===== config.mk =====
export PLATFORM = sky130hd
export DESIGN_NAME = rgbhr_div
export DESIGN_NICKNAME = d
export VERILOG_FILES = /design/src/rtl/core/rgbhr_pkg.sv /design/src/rtl/core/rgbhr_div.sv
export SDC_FILE = /design/constraint.sdc
export NUM_CORES = 1
export LEC_CHECK = 0
export ABC_AREA = 1
export ABC_CLOCK_PERIOD_IN_PS = 2500
export BUFFER_PORTS_ARGS = -buffer_cell sky130_fd_sc_hd__buf_2
export CORE_MARGIN = 2
export CORE_UTILIZATION = 50
export CTS_CLUSTER_SIZE = 12
export DETAILED_ROUTE_END_ITERATION = 10
export PLACE_DENSITY = 0.65
export SYNTH_ARGS = -nofsm -noshare
export SYNTH_HDL_FRONTEND = slang
export SYNTH_SLANG_ARGS = --single-unit
export TNS_END_PERCENT = 20

===== constraint.sdc =====
create_clock -name clk_i -period 2.5 [get_ports clk_i]
set_clock_uncertainty 0.1 [all_clocks]
set_input_delay 0.125 -clock clk_i [delete_from_list [all_inputs] [get_ports clk_i]]
set_output_delay 0.125 -clock clk_i [all_outputs]
set_load 0.02 [all_outputs]

===== src/rtl/core/rgbhr_pkg.sv =====
// Shared types, constants and fixed-point helpers for the RGB hue rotation pipeline.
package rgbhr_pkg;

  // Q16 fraction in the range 0..1.0 (1.0 = 65536 needs 17 bits)
  localparam int unsigned QW = 17;

  // Pipelined restoring divider: quotient bits and divisor width
  localparam int unsigned DIV_QW = 17;
  localparam int unsigned DIV_DW = 18;

  localparam logic [QW-1:0] Q_HALF = 17'd32768;

  // floor(x / 6) == (x * DIV6_RECIP) >> DIV6_SHIFT for x < 2^19
  localparam logic [18:0] DIV6_RECIP = 19'd349526;
  localparam int unsigned DIV6_SHIFT = 21;

  typedef logic [QW-1:0] q_t;

  typedef enum logic [2:0] {
    SEXT_RED_YEL = 3'd0,
    SEXT_YEL_GRN = 3'd1,
    SEXT_GRN_CYN = 3'd2,
    SEXT_CYN_BLU = 3'd3,
    SEXT_BLU_MAG = 3'd4,
    SEXT_MAG_RED = 3'd5
  } sext_e;

  // Raw pixel and shift, carried along the whole pipe
  typedef struct packed {
    logic [7:0] red;
    logic [7:0] green;
    logic [7:0] blue;
    logic [7:0] alpha;
    logic [7:0] shift;
  } pass_t;

  // Beside the forward divide
  typedef struct packed {
    pass_t      px;
    logic [2:0] base;   // hue base in sextants
    logic       neg;    // subtract the quotient from the base
    q_t         l;
    logic       black;
    logic       grey;
  } fwd_side_t;

  // Beside the reverse divide
  typedef struct packed {
    pass_t       px;
    q_t          v;
    q_t          m;
    q_t          l;
    sext_e       sext;
    logic [15:0] frac;
  } rev_side_t;

  typedef struct packed {
    logic [7:0] red;
    logic [7:0] green;
    logic [7:0] blue;
    logic [7:0] alpha;
  } pix_out_t;

  // 8-bit code to Q16: x * 65536 / 255 == x * 257 + (x == 255)
  function automatic q_t code_to_q(input logic [7:0] x);
    return {1'b0, x, x} + q_t'(x == 8'hff);
  endfunction

  // Q16 to 8-bit code, round to nearest, saturate at 255
  function automatic logic [7:0] q_to_code(input logic [17:0] q);
    logic [26:0] t;
    t = {1'b0, q, 8'h00} - {9'h000, q} + 27'd32768;
    return (t[26:16] > 11'd255) ? 8'hff : t[23:16];
  endfunction

endpackage


===== src/rtl/core/rgbhr_div.sv =====
// Pipelined restoring divider: quo = (num << 16) / den, one quotient bit per stage.
module rgbhr_div (
  input  logic                             clk_i,
  input  logic                             en_i,
  input  rgbhr_pkg::q_t                    num_i,
  input  logic [rgbhr_pkg::DIV_DW-1:0]     den_i,
  output rgbhr_pkg::q_t                    quo_o
);
  import rgbhr_pkg::*;

  localparam int unsigned RW  = DIV_QW + 17;
  localparam int unsigned RWX = RW + 1;

  logic [RW-1:0]     rem_q [DIV_QW];
  logic [DIV_DW-1:0] den_q [DIV_QW];
  q_t                quo_q [DIV_QW];

  for (genvar k = 0; k < DIV_QW; k++) begin : g_step
    logic [RW-1:0]     rem_in;
    logic [DIV_DW-1:0] den_in;
    q_t                quo_in;
    logic [RWX-1:0]    trial;
    logic              fits;

    if (k == 0) begin : g_first
      assign rem_in = {1'b0, num_i, 16'h0000};
      assign den_in = den_i;
      assign quo_in = '0;
    end else begin : g_next
      assign rem_in = rem_q[k-1];
      assign den_in = den_q[k-1];
      assign quo_in = quo_q[k-1];
    end

    assign trial = RWX'(den_in) << (DIV_QW - 1 - k);
    assign fits  = ({1'b0, rem_in} >= trial);

    always_ff @(posedge clk_i) begin
      if (en_i) begin
        rem_q[k] <= fits ? (rem_in - trial[RW-1:0]) : rem_in;
        den_q[k] <= den_in;
        quo_q[k] <= quo_in | (fits ? (q_t'(1) << (DIV_QW - 1 - k)) : '0);
      end
    end
  end

  assign quo_o = quo_q[DIV_QW-1];

endmodule

Word-level counts from Yosys, hierarchy flattened. Memories as Yosys holds them, arrays and structs flattened. Index checks and enable logic that the tools add are counted.

Register bits: 0. RAM bits: 1173. Input port bits: 37. Memories kept: 3.

$add $sub $neg: 17. Magnitude comparators: 17. Multiplexer cells: 36. Bitwise operators: 16.

Memories: rem_q (words 17, bits a word 34, read ports 16, clocked after memory_dff 0, wr ports 17, line rgbhr_div.sv:14) `logic [RW-1:0] rem_q [DIV_QW];`; den_q (words 17, bits a word 18, read ports 16, clocked after memory_dff 0, wr ports 17, line rgbhr_div.sv:15) `logic [DIV_DW-1:0] den_q [DIV_QW];`; quo_q (words 17, bits a word 17, read ports 17, clocked after memory_dff 0, wr ports 17, line rgbhr_div.sv:16) `q_t quo_q [DIV_QW];`.

Operator list (number): $mux 34 (17); $ge 33x34->1 (1); $ge 34x18->1 (1); $ge 34x19->1 (1); $ge 34x20->1 (1); $ge 34x21->1 (1); $ge 34x22->1 (1); $ge 34x23->1 (1); $ge 34x24->1 (1); $ge 34x25->1 (1); $ge 34x26->1 (1); $ge 34x27->1 (1); $ge 34x28->1 (1); $ge 34x29->1 (1); $ge 34x30->1 (1); $ge 34x31->1 (1); $ge 34x32->1 (1); $ge 34x33->1 (1); $sub 33x34->34 (1); $sub 34x18->34 (1); $sub 34x19->34 (1); $sub 34x20->34 (1); $sub 34x21->34 (1); $sub 34x22->34 (1); 44 further kinds (46).

Depth between registers and ports, before layout. Gate-level depths: netlist of the first run. An unclocked memory read counts as a cell.

Word-level depth: 4. Gate-level depth with buffers: 15. Gate-level depth less buffers: 15.

Worst setup path after synthesis of the first run. No wires, ideal clock.

Path kind: reg-to-reg. Start point: memory rem_q[0][445] (netlist name). End point: memory rem_q[0][478] (netlist name), data pin. Setup time: 0.259 ns. Data arrival time: 1.763 ns. Setup slack: 0.379 ns. Stages on the path, launching flop included: 11. Period minus slack after synthesis: 2.121 ns. Path through: edfxtp_1 -> fa_1 -> nand2_1 -> nand2_1 -> nand2_1 -> o21ai_2 -> nand2_1 -> nand3_2 -> nor2_4 -> buf_6 -> nor2_1.

RTL lines (line): start, declared (rgbhr_div.sv:14).

==> reports/metrics.yaml, run 1 <==
root_buffer: "clkbuf_16"
async_flop_share_pct: 0
p_leak_uw: 0.0313
drc: 0
power_uw: 66700
cp.required_ns: 2.83
rsz0062_at_grt: "yes"
drt_wl_total_mm: 161
max-cap-violations: 0
pwr-share-clk_pct: 20.8
syn-num-nets: 7501
h-tree-depth: 3
intPower_uw: 39300
die_h_um: 338
max-clock-path-buffers: 3
fill_cells: 10200
ys_top_cells_by_count: "nand2_1 (2641), inv_1 (1274), edfxtp_1 (849)"
worstSetupEndpointType: "flip-flop"
tns_ns: 0
core_area_um2: 111000
synth_top_area_share_pct: 45.6
arrival_ns: 2.75
hold_path.class: "in -> reg"
place_inst: 9005
fmax_mhz: 413
antenna_found_initial: 1
yosysMostFrequentCell: "nand2_1"
synth_edf_count: 849
multi_input_area_um2: 26000
tightest_slew_ns: 0.633
critPathMaxStageDelay_ns: 0.44
vias: 47500
yosys.area.top_type: "edfxtp_1"
critPathLaunchType: "flip-flop"
synth-seq-area-share_pct: 45.6
status: "finished clean"
fin_area_um2: 65500
gp_congestion: 0.945
peakVddDrop_uv: 852
drt-vias-per-instance: 5.13
grt_pass1_vias: 44500
instances_no_fill: 9250
initial_core_util_pct: 50.5
ios: 54
critical_path_class: "reg -> reg"
yosys_warnings: 0
cts_buffers: 95
final_hold_viol_count: 0
syn_avg_cell_area_um2: 7.82
netlist_area_um2: 55900
crit_fanout: 13
gr-usage-all-layers_pct: 27.5
cts_tree: "built"
diodes: 0
wl_per_cell_um: 17.4
postSynthRegisterBits: 849
ant_nets: 0
drive_gt1_share_pct: 12.0
synth.distinct_cells: 48
cts.sinks: 849
placed_cell_area_um2: 60700
powerDensity_nw_per_um2: 1020
p_switching_uw: 27400
grt_max_degree: 107
utilization_pct: 59.2
slowest_stage: "edfxtp_1"
sw_frac_of_total_pct: 41.1
die_area_um2: 114000
port_buffers: 53
synth_cells: 7144
path_common_cell: "nand2_1"
fp-row-count: 122
synth.area.top_cells: "edfxtp_1 (46%), nand2_1 (18%), inv_1 (8.6%)"
dp.final_hpwl_mm: 127
seqCellArea_um2: 25500
period_needed_ns: 2.42
slew_viol_final: 0
synthFlopType: "edfxtp_1"
clk_latency_ns: 0.69
grt_first_pass_wirelength_mm: 247
cts.clk_slew.worst_paths_ns: 0.06
p_comb_share_pct: 45.3
fin_nets: 8053
drt_iter0_drc: 3756
crit_chain: "inv_1 > ha_2 > nand2_2 > inv_1 > nand2_2 > nor2_2 > nand3_1 > nand2_1 > nor2_2 > buf_12 > buf_12 > nand2_1 > nand2_1"
seqPwrFrac_pct: 33.9
fin_crit_sh_pct: 96.8
setup_viol: 0
drt_pass1_iterations: 6
synthToLayoutAreaGrowth_pct: 17.3
slew_headroom_pct: 57.8
die_x_um: 338
grt-ovfl-total: 0
final timing paths:
path / from / to / slack [ns] / cells after the start
setup / recovery: den_q[0][214] / rem_q[0][419] / 0.08 / 13
hold / removal: den_i[3] / den_q[0][3] / 0.06 / 2
setup reg to reg: den_q[0][214] / rem_q[0][419] / 0.08 / 13
hold reg to reg: quo_q[11][7] / quo_q[12][7] / 0.31 / 0
cells by family after synthesis:
| logic type | after synthesis | synth area share (%) |
|---|---|---|
| xor gates and xnor gates | 178 | 2.79 |
| and+or+nand+nor | 3987 | 29.9 |
| DFF | 849 | 45.6 |
| buffers and inverters | 1350 | 9.62 |
| adders and majority gates | 320 | 7.38 |
| AOI/OAI and AO/OA | 460 | 4.69 |
per-stage QoR:
step	hold WS (ns)	setup WS [ns]
floorplan	0.124	0.379
global placement	0.219	-0.298
detailed placement	0.220	-0.341
CTS	0.0329	-0.0207
global route	0.0485	-0.0446
finish	0.0555	0.0802
final cells by class:
| type | instances | share of cell area (%) |
|---|---|---|
| well taps | 1488 | 2.84 |
| flip-flops and latches | 849 | 38.9 |
| repair buffers | 516 | 6.58 |
| inverters | 1287 | 7.39 |
| clock buffers | 109 | 3.71 |
| multi-input cells | 4947 | 39.6 |
| clock inverters | 54 | 0.947 |
state kept, by name, summed over array words and instances, names as in the netlist:
register and flops:
quo_q 153, den_q 288, rem_q 408
power groups by stage:
stage	Combinational, uW	Sequential (uW)	Clock (uW)
floorplan	19800	21300	0
global placement	28600	22700	0
detailed placement	28700	22600	0
CTS	29000	22400	14100
global route	34000	22800	14700
finish	30200	22600	13800
timing repair:
action,CTS,global route
pin swaps,1,13
resized for setup,14,172
endpoints found under the hold margin,143,0
hold buffers,36,0
cloned,1,3
buffers inserted,3,39
endpoints found under the setup margin,66,296
cells in the final DEF, fill, tap and decap left out, types with 10 or more instances in the layout:
cell,count
buf_12,33
xnor2_1,48
nor2_4,13
buf_2,52
clkbuf_1,14
nand3_2,20
buf_4,387
o21ai_1,24
nor2_1,504
o21ai_2,11
clkbuf_16,97
nand3b_1,52
ha_4,45
inv_2,16
nand2_1,2615
dlygate4sd3_1,36
clkinv_1,21
bufinv_16,10
edfxtp_1,849
nand2_2,50
o21bai_1,32
nor3_2,12
inv_1,1267
and2_1,20
nand3_1,417
fa_1,12
a21oi_2,52
xor2_1,130
a21oi_1,247
ha_1,251
nor2_2,56
nand4_1,129
nor3_1,62
o21ai_0,77
worst max-delay path: cells and delay by family, from the launching register on:
family                   cells  cell delay [ns]
buffers and inverters        4             0.47
flip-flops                   1             0.44
AND/OR/NAND/NOR              8             0.74
adder cells (fa/ha/maj)      1             0.39
metal layers:
layer | up-vias | track usage, % | share of wire [%]
li1 | 23900 | - | -
met1 | 22000 | 37.6 | 45
met2 | 1307 | 46.3 | 47
met3 | 266 | 2.77 | 5.2
met4 | 0 | 8.03 | 3.2
met5 | - | 0 | 0
Note: power is estimated with default switching activity, not from simulation.
==> run 2, diff against run 1 <==
- CORE_UTILIZATION: 50 -> 35
- GPL_TIMING_DRIVEN: default -> 0
- PLACE_DENSITY: 0.65 -> default
==> reports/metrics.yaml, run 2 (synthesis results as in run 1) <==
gr-usage-all-layers_pct: 19.2  # was 27.5%
drive_gt1_share_pct: 11.9  # was 12.0%
grt_first_pass_wirelength_mm: 245  # was 247 mm
arrival_ns: 2.77  # was 2.75 ns
rr_worst_depth: 11  # was 13
top_register: "rem_q"  # unchanged
place_inst: 9276  # was 9005
crit_fanout: 10  # was 13
dp.final_hpwl_mm: 126  # was 127 mm
hold_path_depth: 2  # unchanged
drt-vias-per-instance: 4.83  # was 5.13
fp-row-count: 146  # was 122
cts_tree: "built"  # unchanged
rsz0062_at_grt: "yes"  # unchanged
die_x_um: 403  # was 338 um
fin_nets: 7840  # was 8053
die_h_um: 403  # was 338 um
vias: 46500  # was 47500
status: "finished clean"  # unchanged
final_common_cell: "nand2_1"  # unchanged
clk_latency_ns: 0.72  # was 0.69 ns
grt_max_degree: 132  # was 107
wl_per_cell_um: 16.7  # was 17.4 um
max-clock-path-buffers: 3  # unchanged
period_needed_ns: 2.46  # was 2.42 ns
drt_iter0_drc: 3772  # was 3756
ios: 54  # unchanged
powerDensity_nw_per_um2: 1010  # was 1020 nW/um^2
reg_top3: "rem_q (408), den_q (288), quo_q (153)"  # unchanged
synthToLayoutAreaGrowth_pct: 18.1  # was 17.3%
port_buffers: 53  # unchanged
hold_path.class: "in -> reg"  # unchanged
slew_headroom_pct: 48.8  # was 57.8%
worstSetupEndpointType: "flip-flop"  # unchanged
root_buffer: "clkbuf_16"  # unchanged
gp_congestion: 0.917  # was 0.945
fmax_mhz: 406  # was 413 MHz
drt_pass1_iterations: 6  # unchanged
fin_crit_sh_pct: 98.5  # was 96.8%
tightest_slew_ns: 0.760  # was 0.633 ns
final_hold_viol_count: 0  # unchanged
p_leak_uw: 0.0304  # was 0.0313 uW
drt_wl_total_mm: 161  # about the same
final_cell_mix: "nand2_1 (2582), inv_1 (1257), edfxtp_1 (849)"  # was nand2_1 (2615), inv_1 (1267), edfxtp_1 (849)
cts.clk_slew.worst_paths_ns: 0.06  # about the same
critPathLaunchType: "flip-flop"  # unchanged
grt_pass1_vias: 43300  # was 44500
instances_no_fill: 9630  # was 9250
setup_viol: 0  # unchanged
cp.required_ns: 2.81  # was 2.83 ns
die_area_um2: 163000  # was 114000 um^2
utilization_pct: 41.6  # was 59.2%
rrSetupSlack_ns: 0.04  # was 0.08 ns
peakVddDrop_uv: 540  # was 852 uV
critical_path_class: "reg -> reg"  # unchanged
core_area_um2: 158000  # was 111000 um^2
largest_register_ffs: 408  # unchanged
cts.sinks: 849  # unchanged
ant_nets: 0  # unchanged
initial_core_util_pct: 35.3  # was 50.5%
slew_viol_final: 0  # unchanged
h-tree-depth: 3  # unchanged
grt-ovfl-total: 0  # unchanged
tns_ns: 0  # unchanged
max-cap-violations: 0  # unchanged
cts_buffers: 97  # was 95
drc: 0  # unchanged
antenna_found_initial: 5  # was 1
run 2: worst max-delay path, stage by stage, from the launching register on:
cell      delay, ns
edfxtp_1       0.39
inv_1          0.06
ha_1           0.33
a21oi_1        0.21
nor2_1         0.07
nor2_1         0.17
inv_1          0.08
a21oi_2        0.23
nand3_4        0.15
buf_6          0.18
nand3_1        0.07
nand2_1        0.11
run 2: stage by stage:
stage	total power (uW)	hold slack (ns)	area [um^2]	worst slack [ns]
finish	66600	0.0574	65900	0.0368
global route	71600	0.0289	65900	-0.0431
CTS	64800	-0.103	63400	-0.0247
detailed placement	49500	0.227	58900	-0.735
global placement	49700	0.220	58700	-12.32
floorplan	41100	0.124	55900	0.379
run 2: worst paths after layout:
kind	end	startpoint
max	rem_q[0][330]	den_q[0][156]
min	den_q[0][17]	den_i[17]
max reg2reg	rem_q[0][330]	den_q[0][156]
min reg2reg	quo_q[15][2]	quo_q[14][2]
run 2: metal layers:
metal / global-route usage [%] / wire length (um)
met5: 0 / 0
met4: 5.60 / 3970
met3: 2.22 / 8550
met2: 31.3 / 74000
met1: 26.8 / 74200
run 2: final cells by class:
class / count / area [um^2]
multi-input combinational: 4946 / 27100
sequential: 849 / 25500
inverter: 1287 / 4840
antenna: 1 / 2.50
timing repair buffer: 239 / 2080
buffer: 63 / 664
tap: 2072 / 2590
clock inverter: 56 / 612
clock buffer: 117 / 2570
fill: 15900 / 92400
run 2: power breakdown:
part | total, uW | switching (uW) | leakage [uW] | internal (uW)
Sequential | 22600 | 2710 | 0.00817 | 19900
Clock | 14300 | 5830 | 0.00153 | 8430
Combinational | 29700 | 19000 | 0.0207 | 10700
Total | 66600 | 27600 | 0.0304 | 39000
run 2: repair_timing:
item                                    4_1_cts  5_1_grt
pin swaps                                     8       55
cloned                                        0        3
hold buffers                                 42        6
hold endpoints to repair                     90      134
endpoints found under the setup margin      311      380
gates resized for setup                     132      332
buffers inserted                             29      100
